`config.mk`:
```
export PLATFORM = sky130hd
export DESIGN_NAME = yuv420_quad_to_rgb24_top
export DESIGN_NICKNAME = d
export VERILOG_FILES = /design/src/design/yqr_pkg.sv /design/src/design/yqr_chroma.sv /design/src/design/yqr_lane.sv /design/src/design/yuv420_quad_to_rgb24_top.sv
export SDC_FILE = /design/constraint.sdc
export NUM_CORES = 1
export LEC_CHECK = 0
export BUFFER_PORTS_ARGS = -buffer_cell sky130_fd_sc_hd__clkbuf_2
export CORE_ASPECT_RATIO = 0.6
export CORE_UTILIZATION = 56
export CTS_CLUSTER_DIAMETER = 200
export DETAILED_ROUTE_END_ITERATION = 8
export PLACE_DENSITY = 0.79
export SLEW_MARGIN = 20
export SYNTH_ARGS = -nofsm -noshare
export SYNTH_HDL_FRONTEND = slang
export SYNTH_SLANG_ARGS = --single-unit
```
`constraint.sdc`:
```
create_clock -name clock -period 6.5 [get_ports clock]
set_clock_uncertainty 0.15 [all_clocks]
set_input_delay 0.975 -clock clock [delete_from_list [all_inputs] [get_ports clock]]
set_output_delay 0.975 -clock clock [all_outputs]
set_load 0.01 [all_outputs]
```
`src/design/yqr_pkg.sv`:
```
// ----------------------------------------------------------------------------
// yqr_pkg: shared types and constants for the YUV 4:2:0 quad to RGB24 block
// Word types, fixed-point coefficients and the channel clip function.
// ----------------------------------------------------------------------------
package yqr_pkg;

   localparam int NUM_LANES     = 4;
   localparam int FRAC_BITS     = 12;
   localparam int ACC_WIDTH     = 24;
   localparam int CHAN_WIDTH    = 8;
   localparam int DIFF_WIDTH    = 10;

   localparam logic signed [DIFF_WIDTH-1:0] LUMA_OFFSET   = 10'sd16;
   localparam logic signed [DIFF_WIDTH-1:0] CHROMA_OFFSET = 10'sd128;

   localparam logic signed [ACC_WIDTH-1:0] CR_V = 24'sd5244;
   localparam logic signed [ACC_WIDTH-1:0] CG_U = 24'sd880;
   localparam logic signed [ACC_WIDTH-1:0] CG_V = 24'sd1559;
   localparam logic signed [ACC_WIDTH-1:0] CB_U = 24'sd8716;

   localparam logic [CHAN_WIDTH-1:0] CHAN_MAX = 8'd255;

   typedef logic signed [ACC_WIDTH-1:0] acc_type;

   typedef struct packed {
      logic [7:0] luma_top_left;
      logic [7:0] luma_top_right;
      logic [7:0] luma_bottom_left;
      logic [7:0] luma_bottom_right;
      logic [7:0] chroma_u;
      logic [7:0] chroma_v;
   } req_word_type;

   typedef struct packed {
      logic [7:0] red_top_left;
      logic [7:0] green_top_left;
      logic [7:0] blue_top_left;
      logic [7:0] red_top_right;
      logic [7:0] green_top_right;
      logic [7:0] blue_top_right;
      logic [7:0] red_bottom_left;
      logic [7:0] green_bottom_left;
      logic [7:0] blue_bottom_left;
      logic [7:0] red_bottom_right;
      logic [7:0] green_bottom_right;
      logic [7:0] blue_bottom_right;
   } rsp_word_type;

   typedef struct packed {
      acc_type red_term;
      acc_type green_term;
      acc_type blue_term;
   } chroma_terms_type;

   typedef struct packed {
      logic [CHAN_WIDTH-1:0] red;
      logic [CHAN_WIDTH-1:0] green;
      logic [CHAN_WIDTH-1:0] blue;
   } pixel_type;

   function automatic logic [CHAN_WIDTH-1:0] clip_channel(input acc_type acc);
      logic [CHAN_WIDTH-1:0] result;
      if (acc[ACC_WIDTH-1]) begin
         result = '0;
      end else if (|acc[ACC_WIDTH-2:FRAC_BITS+CHAN_WIDTH]) begin
         result = CHAN_MAX;
      end else begin
         result = acc[FRAC_BITS+CHAN_WIDTH-1:FRAC_BITS];
      end
      return result;
   endfunction

endpackage

```
`src/design/yqr_chroma.sv`:
```
// ----------------------------------------------------------------------------
// yqr_chroma: shared chroma terms
// Scales the centered U and V bytes by the fixed-point coefficients once per
// word and registers the red, green and blue terms for all pixel lanes.
// ----------------------------------------------------------------------------
module yqr_chroma (
   input  logic                        clock,
   input  logic [7:0]                  chroma_u,
   input  logic [7:0]                  chroma_v,
   output yqr_pkg::chroma_terms_type   terms
);

   logic signed [yqr_pkg::DIFF_WIDTH-1:0] ud;
   logic signed [yqr_pkg::DIFF_WIDTH-1:0] vd;
   yqr_pkg::acc_type                      ud_ext;
   yqr_pkg::acc_type                      vd_ext;
   yqr_pkg::chroma_terms_type             terms_in;
   yqr_pkg::chroma_terms_type             terms_ff;

   always_comb begin
      ud     = signed'({2'b00, chroma_u}) - yqr_pkg::CHROMA_OFFSET;
      vd     = signed'({2'b00, chroma_v}) - yqr_pkg::CHROMA_OFFSET;
      ud_ext = yqr_pkg::ACC_WIDTH'(ud);
      vd_ext = yqr_pkg::ACC_WIDTH'(vd);
      terms_in.red_term   = yqr_pkg::CR_V * vd_ext;
      terms_in.green_term = -(yqr_pkg::CG_U * ud_ext) - (yqr_pkg::CG_V * vd_ext);
      terms_in.blue_term  = yqr_pkg::CB_U * ud_ext;
   end

   always_ff @(posedge clock) begin
      terms_ff <= terms_in;
   end

   assign terms = terms_ff;

endmodule

```
`src/design/yqr_lane.sv`:
```
// ----------------------------------------------------------------------------
// yqr_lane: one pixel lane
// Adds the scaled luma to the shared chroma terms, floors, clips and
// registers one RGB24 pixel.
// ----------------------------------------------------------------------------
module yqr_lane (
   input  logic                        clock,
   input  logic [7:0]                  luma,
   input  yqr_pkg::chroma_terms_type   terms,
   output yqr_pkg::pixel_type          pixel
);

   logic signed [yqr_pkg::DIFF_WIDTH-1:0] yd;
   yqr_pkg::acc_type                      base;
   yqr_pkg::pixel_type                    pixel_in;
   yqr_pkg::pixel_type                    pixel_ff;

   always_comb begin
      yd   = signed'({2'b00, luma}) - yqr_pkg::LUMA_OFFSET;
      base = yqr_pkg::acc_type'(yqr_pkg::ACC_WIDTH'(yd) <<< yqr_pkg::FRAC_BITS);
      pixel_in.red   = yqr_pkg::clip_channel(base + terms.red_term);
      pixel_in.green = yqr_pkg::clip_channel(base + terms.green_term);
      pixel_in.blue  = yqr_pkg::clip_channel(base + terms.blue_term);
   end

   always_ff @(posedge clock) begin
      pixel_ff <= pixel_in;
   end

   assign pixel = pixel_ff;

endmodule

```
`src/design/yuv420_quad_to_rgb24_top.sv`:
```
// ----------------------------------------------------------------------------
// yuv420_quad_to_rgb24_top: YUV 4:2:0 2x2 block to four RGB24 pixels
// Shared chroma stage, four pixel lanes and combinational output packing.
// ----------------------------------------------------------------------------
// Usage:
//   Drive req_word with one 2x2 luma block and its U and V bytes and raise
//   start. A word is taken at every rising edge where start is high and busy
//   is low; busy stays low, so one word can enter on every clock.
//   Results leave on rsp_word, qualified by rsp_valid for exactly one cycle.
//   Throughput is one word per cycle. The chroma stage scales the chroma
//   bytes once for the block; the lane stage then runs the four pixel
//   lanes, each adding its luma, flooring and clipping its three channels.
//   Pixels are packed top-left, top-right, bottom-left, bottom-right with
//   red, green, blue in each.
//   A synchronous reset drops any words in flight; no result follows a word
//   accepted before reset. The receiver cannot stall: each result is taken
//   in the cycle it is shown.
// ----------------------------------------------------------------------------
module yuv420_quad_to_rgb24_top (
   input  logic                  clock,
   input  logic                  reset,
   input  logic                  start,
   output logic                  busy,
   input  yqr_pkg::req_word_type req_word,
   output logic                  rsp_valid,
   output yqr_pkg::rsp_word_type rsp_word
);

   logic                                  accept;
   logic                                  stage1_valid_ff;
   logic                                  stage1_valid_in;
   logic                                  stage2_valid_ff;
   logic [yqr_pkg::NUM_LANES-1:0][7:0]    luma_in;
   logic [yqr_pkg::NUM_LANES-1:0][7:0]    luma_ff;
   yqr_pkg::chroma_terms_type             terms;
   yqr_pkg::pixel_type [yqr_pkg::NUM_LANES-1:0] pixels;

   assign busy   = 1'b0;
   assign accept = start && !busy;

   assign stage1_valid_in = accept;
   assign luma_in[0]      = req_word.luma_top_left;
   assign luma_in[1]      = req_word.luma_top_right;
   assign luma_in[2]      = req_word.luma_bottom_left;
   assign luma_in[3]      = req_word.luma_bottom_right;

   always_ff @(posedge clock) begin
      if (reset) begin
         stage1_valid_ff <= 1'b0;
         stage2_valid_ff <= 1'b0;
      end else begin
         stage1_valid_ff <= stage1_valid_in;
         stage2_valid_ff <= stage1_valid_ff;
      end
   end

   always_ff @(posedge clock) begin
      luma_ff <= luma_in;
   end

   yqr_chroma u_chroma (
      .clock    (clock),
      .chroma_u (req_word.chroma_u),
      .chroma_v (req_word.chroma_v),
      .terms    (terms)
   );

   for (genvar lane = 0; lane < yqr_pkg::NUM_LANES; lane++) begin : g_lane
      yqr_lane u_lane (
         .clock (clock),
         .luma  (luma_ff[lane]),
         .terms (terms),
         .pixel (pixels[lane])
      );
   end

   always_comb begin
      rsp_word.red_top_left       = pixels[0].red;
      rsp_word.green_top_left     = pixels[0].green;
      rsp_word.blue_top_left      = pixels[0].blue;
      rsp_word.red_top_right      = pixels[1].red;
      rsp_word.green_top_right    = pixels[1].green;
      rsp_word.blue_top_right     = pixels[1].blue;
      rsp_word.red_bottom_left    = pixels[2].red;
      rsp_word.green_bottom_left  = pixels[2].green;
      rsp_word.blue_bottom_left   = pixels[2].blue;
      rsp_word.red_bottom_right   = pixels[3].red;
      rsp_word.green_bottom_right = pixels[3].green;
      rsp_word.blue_bottom_right  = pixels[3].blue;
   end

   assign rsp_valid = stage2_valid_ff;

`ifndef NO_ASSERTIONS
   a_accept_enters : assert property (@(posedge clock) disable iff (reset)
      accept |=> stage1_valid_ff)
      else $error("accepted word did not enter the chroma stage");

   a_no_phantom : assert property (@(posedge clock) disable iff (reset)
      !accept |=> !stage1_valid_ff)
      else $error("chroma stage valid without an accepted word");

   a_word_delivered : assert property (@(posedge clock) disable iff (reset)
      stage1_valid_ff |=> rsp_valid)
      else $error("word in the chroma stage was not delivered");

   a_no_extra_rsp : assert property (@(posedge clock) disable iff (reset)
      !stage1_valid_ff |=> !rsp_valid)
      else $error("result strobe without a word in flight");
`endif

endmodule
```
==> results.sh <==
export IMPL_cp_slowest_cell="sky130_fd_sc_hd__fa_1"
export IMPL_netlist_top_cell_by_area="sky130_fd_sc_hd__ha_1"
export IMPL_number_of_fill_cells_in_the_layout=2305
export IMPL_worstHoldPathType="reg2reg"
export IMPL_synth_yosys_seq_area_share_pct=19.64
export IMPL_rr_startpoint="luma_ff[4]"
export IMPL_pin_count=149
export IMPL_tightestPinTransition_ns=1.179
export IMPL_ys_async_sr_fraction_pct=0
export IMPL_post_route_min_period_ns=6.194
export IMPL_critical_path_depth=26
export IMPL_die_area_um2=30750
export IMPL_synthesis_yosys_warnings=0
export IMPL_report_power_total_uw=10330
export IMPL_multiInputGateArea_um2=12820
export IMPL_drt_pass1_iterations=7
export IMPL_avgViaCountPerCell=5.811
export IMPL_initial_utilization_pct=57.73
export IMPL_critical_path_top_delay_family="adder cells"
export IMPL_crit_end="u_chroma.terms[45]"
export IMPL_dp_hpwl_mm=38.40
export IMPL_worst_r2r_endpoint="g_lane[0].u_lane.pixel[17]"
export IMPL_cts_path_max_buffers=2
export IMPL_grt_antenna_before_repair=1
export IMPL_finalSetupViolCount=0
export IMPL_setup_tns_final_ns=0
export IMPL_drt_first_iter_violations=1160
export IMPL_critical_path_most_common_cell="sky130_fd_sc_hd__ha_4"
export IMPL_reg2regPathDepth=11
export IMPL_total_grt_usage_pct=30.45
export IMPL_critical_path_required_ns=6.69
export IMPL_r2r_setup_slk_ns=2.35
export IMPL_critPathKind="in2reg"
export IMPL_cpPeakStageDelay_ns=0.50
export IMPL_synth_ff_latch_count=165
export IMPL_seqCellArea_um2=3303
export IMPL_ant_nets=0
export IMPL_routed_wire_length_mm=46.29
export IMPL_fin_nets=2563
export IMPL_clkSlewWorstSetupHoldPaths_ns=0.07
export IMPL_global_route_wire_length_before_repair_mm=72.33
export IMPL_netlist_instances=1827
export IMPL_post_synth_main_area_contributors="sky130_fd_sc_hd__ha_1 (28%), sky130_fd_sc_hd__dfxtp_1 (20%), sky130_fd_sc_hd__fa_1 (8.7%)"
export IMPL_power_per_cell_area_nw_per_um2=530.2
export IMPL_dr_total_vias=14430
export IMPL_worst_endpoint_arrival_ns=6.39
export IMPL_crit_start="req_word[0]"
export IMPL_number_of_max_slew_violations_in_the_final_report=0
export IMPL_tritoncts="done"
export IMPL_drive_gt1_share_pct=15.75
export IMPL_worstPathMaxFanout=3
export IMPL_pin_count_of_the_biggest_net_entering_global_routing=19
export IMPL_crit_path_buf_inv_count=5
export IMPL_route_detailed_wl_per_inst_um=18.64
export IMPL_placement_rows=48
export IMPL_static_power_due_to_leakage_uw=0.01000
export IMPL_cts_sink_count=165
export IMPL_synth_area_um2=16820
export IMPL_number_of_enable_flip_flop_cells_after_synthesis=0
export IMPL_drc_markers=0
export IMPL_tritoncts_num_buffers=17
export IMPL_timing_max_slew_rel_slack_pct=21.05
export IMPL_report_final_hold_viol_count=0
export IMPL_final_core_utilization_pct=66.89
export IMPL_io_buffer_count=147
export IMPL_core_region_area_um2=29130
export IMPL_layout_worst_path_cycle_share_pct=95.30
export IMPL_finalNonFillerCells=2483
export IMPL_synth_ff_type="sky130_fd_sc_hd__dfxtp_1"
export IMPL_cts_max_level=4
export IMPL_insertion_delay_ns=0.46
export IMPL_startpoint_type="primary input"
export IMPL_gpl_final_weighted_congestion=0.9556
export IMPL_overflow=0
export IMPL_die_w_um=225.7
export IMPL_mappedNetlistNets=2321
export IMPL_synth_largest_type_area_fraction_pct=27.53
export IMPL_outcome="completed"
export IMPL_critPathCaptureType="register"
export IMPL_floorplan_die_height_um=136.2
export IMPL_distinct_cell_type_count_of_the_synthesized_netlist=84
export IMPL_cap_viol_max_count=0
export IMPL_syn_to_final_growth_pct=15.86
export IMPL_placed_cells=2449
export IMPL_synth_area_per_cell_um2=9.204
export IMPL_root_buffer="sky130_fd_sc_hd__clkbuf_16"
export IMPL_max_freq_ghz=0.1614
export IMPL_ctsHoldBuffers=0
export IMPL_rsz0062_at_grt="no"
export IMPL_vias_in_the_first_global_route=13970
export IMPL_power_ir_vdd_worst_v=0.0004180
-- placed cells by master (no fill, tap or decap), types with 60 or more instances in the layout --
| cell type | n |
|---|---|
| sky130_fd_sc_hd__ha_1 | 358 |
| sky130_fd_sc_hd__inv_1 | 233 |
| sky130_fd_sc_hd__dfxtp_1 | 165 |
| sky130_fd_sc_hd__a21oi_1 | 162 |
| sky130_fd_sc_hd__clkbuf_2 | 146 |
| sky130_fd_sc_hd__buf_4 | 82 |
| sky130_fd_sc_hd__xnor2_1 | 78 |
| sky130_fd_sc_hd__xor2_1 | 77 |
| sky130_fd_sc_hd__fa_1 | 71 |
| sky130_fd_sc_hd__nor2_1 | 60 |
-- worst reg2reg max path, stage by stage (launching register included) --
cell and delay [ns]:
sky130_fd_sc_hd__dfxtp_1 0.33, sky130_fd_sc_hd__inv_1 0.25, sky130_fd_sc_hd__ha_1 0.24, sky130_fd_sc_hd__nor3b_2 0.94, sky130_fd_sc_hd__ha_1 0.44, sky130_fd_sc_hd__a21oi_1 0.22, sky130_fd_sc_hd__nand2_1 0.08, sky130_fd_sc_hd__o2bb2ai_1 0.37
sky130_fd_sc_hd__o21ai_0 0.18, sky130_fd_sc_hd__o311a_1 0.14, sky130_fd_sc_hd__a22oi_1 0.48, sky130_fd_sc_hd__a21oi_1 0.19
-- worst min path at each step --
| stage | endpoint | start | slack (ns) | cells past startpoint |
|---|---|---|---|---|
| after global placement | rsp_valid | stage1_valid_ff | 0.27 | 1 |
| after global routing | rsp_valid | stage1_valid_ff | 0.30 | 1 |
| after floorplan | rsp_valid | stage1_valid_ff | 0.26 | 1 |
| final | rsp_valid | stage1_valid_ff | 0.29 | 1 |
| after detailed placement | rsp_valid | stage1_valid_ff | 0.28 | 1 |
| after CTS | rsp_valid | stage1_valid_ff | 0.29 | 1 |
-- flip-flops by register name, indices dropped and copies added, names as in the netlist --
name	cells
rsp_valid	1
luma_ff	32
stage1_valid_ff	1
g_lane.u_lane.pixel	96
u_chroma.terms	35
-- through the flow --
step	hold slack (ns)	setup WS (ns)	area (um^2)
2_1_floorplan	0.2638	0.007085	16920
3_3_place_gp	0.2707	-0.2506	18730
3_5_place_dp	0.2754	-0.3486	18730
4_1_cts	0.2917	0.09135	19340
5_1_grt	0.3034	0.02616	19480
6_report	0.2901	0.3056	19480
-- power by group --
part	switching (uW)	internal, uW
Combinational	4080	3440
Clock	473	551
Sequential	346	1450
-- per-layer routing --
metal | routed length (um) | track usage, % | up-vias
met4 | 880 | 6.954 | 0
met5 | 0 | 0 | -
met1 | 21720 | 43.45 | 6767
met3 | 5011 | 10.09 | 89
li1 | - | - | 6987
met2 | 18680 | 43.91 | 586
-- cells by family (layout without fill, tap and decap cells) --
group                    Yosys count  after routing  synth area share, %
adder cells (fa/ha/maj)          443            443                36.22
buffers and inverters            243            498                5.446
AND/OR/NAND/NOR                  312            312                10.16
other                              1              2              0.02230
multiplexers                      16             16               0.9970
XOR/XNOR                         155            155                8.073
AO/OA/AOI/OAI                    492            492                19.44
flip-flops                       165            165                19.64
-- final cells by class --
cell class,instances,area share [%]
multi-input cells,1419,65.82
flip-flops and latches,165,16.95
repair buffers,228,6.910
inverters,238,4.605
well taps,400,2.569
clock buffers,17,2.184
clock inverters,15,0.9441
diodes,1,0.01284
-- synthesized netlist by cell type (5+ instances only) --
master                       n
sky130_fd_sc_hd__o21a_1     56
sky130_fd_sc_hd__o211a_1     6
sky130_fd_sc_hd__mux2i_1    10
sky130_fd_sc_hd__a211oi_1    7
sky130_fd_sc_hd__o21bai_1    8
sky130_fd_sc_hd__ha_1      370
sky130_fd_sc_hd__and2_1      8
sky130_fd_sc_hd__a311oi_1    7
sky130_fd_sc_hd__nand2_1    50
sky130_fd_sc_hd__nand4_1     7
sky130_fd_sc_hd__o31ai_1     8
sky130_fd_sc_hd__o31a_1      8
sky130_fd_sc_hd__nand2b_1   26
sky130_fd_sc_hd__or3_1      22
sky130_fd_sc_hd__and3_1     13
sky130_fd_sc_hd__o211ai_1    8
sky130_fd_sc_hd__nor4_1     16
sky130_fd_sc_hd__nor2_1     60
sky130_fd_sc_hd__o21ai_0    52
sky130_fd_sc_hd__xor2_1     77
sky130_fd_sc_hd__mux2_2      5
sky130_fd_sc_hd__nand3_1    19
sky130_fd_sc_hd__dfxtp_1   165
sky130_fd_sc_hd__inv_1     238
sky130_fd_sc_hd__a21o_1     57
sky130_fd_sc_hd__o21ai_1    17
sky130_fd_sc_hd__nor2b_1    27
sky130_fd_sc_hd__xnor2_1    78
sky130_fd_sc_hd__a31oi_1    16
sky130_fd_sc_hd__and4_1      5
sky130_fd_sc_hd__o22ai_1    13
sky130_fd_sc_hd__a21oi_1   165
sky130_fd_sc_hd__fa_1       73
sky130_fd_sc_hd__nor3b_1     6
sky130_fd_sc_hd__nor3_1     30
-- timing repair --
| item | 4_1_cts | 5_1_grt |
|---|---|---|
| buffers inserted | 0 | 1 |
| endpoints found under the setup margin | 0 | 4 |
| resized for setup | 0 | 27 |
No activity file was read; power rests on OpenSTA's default activity.
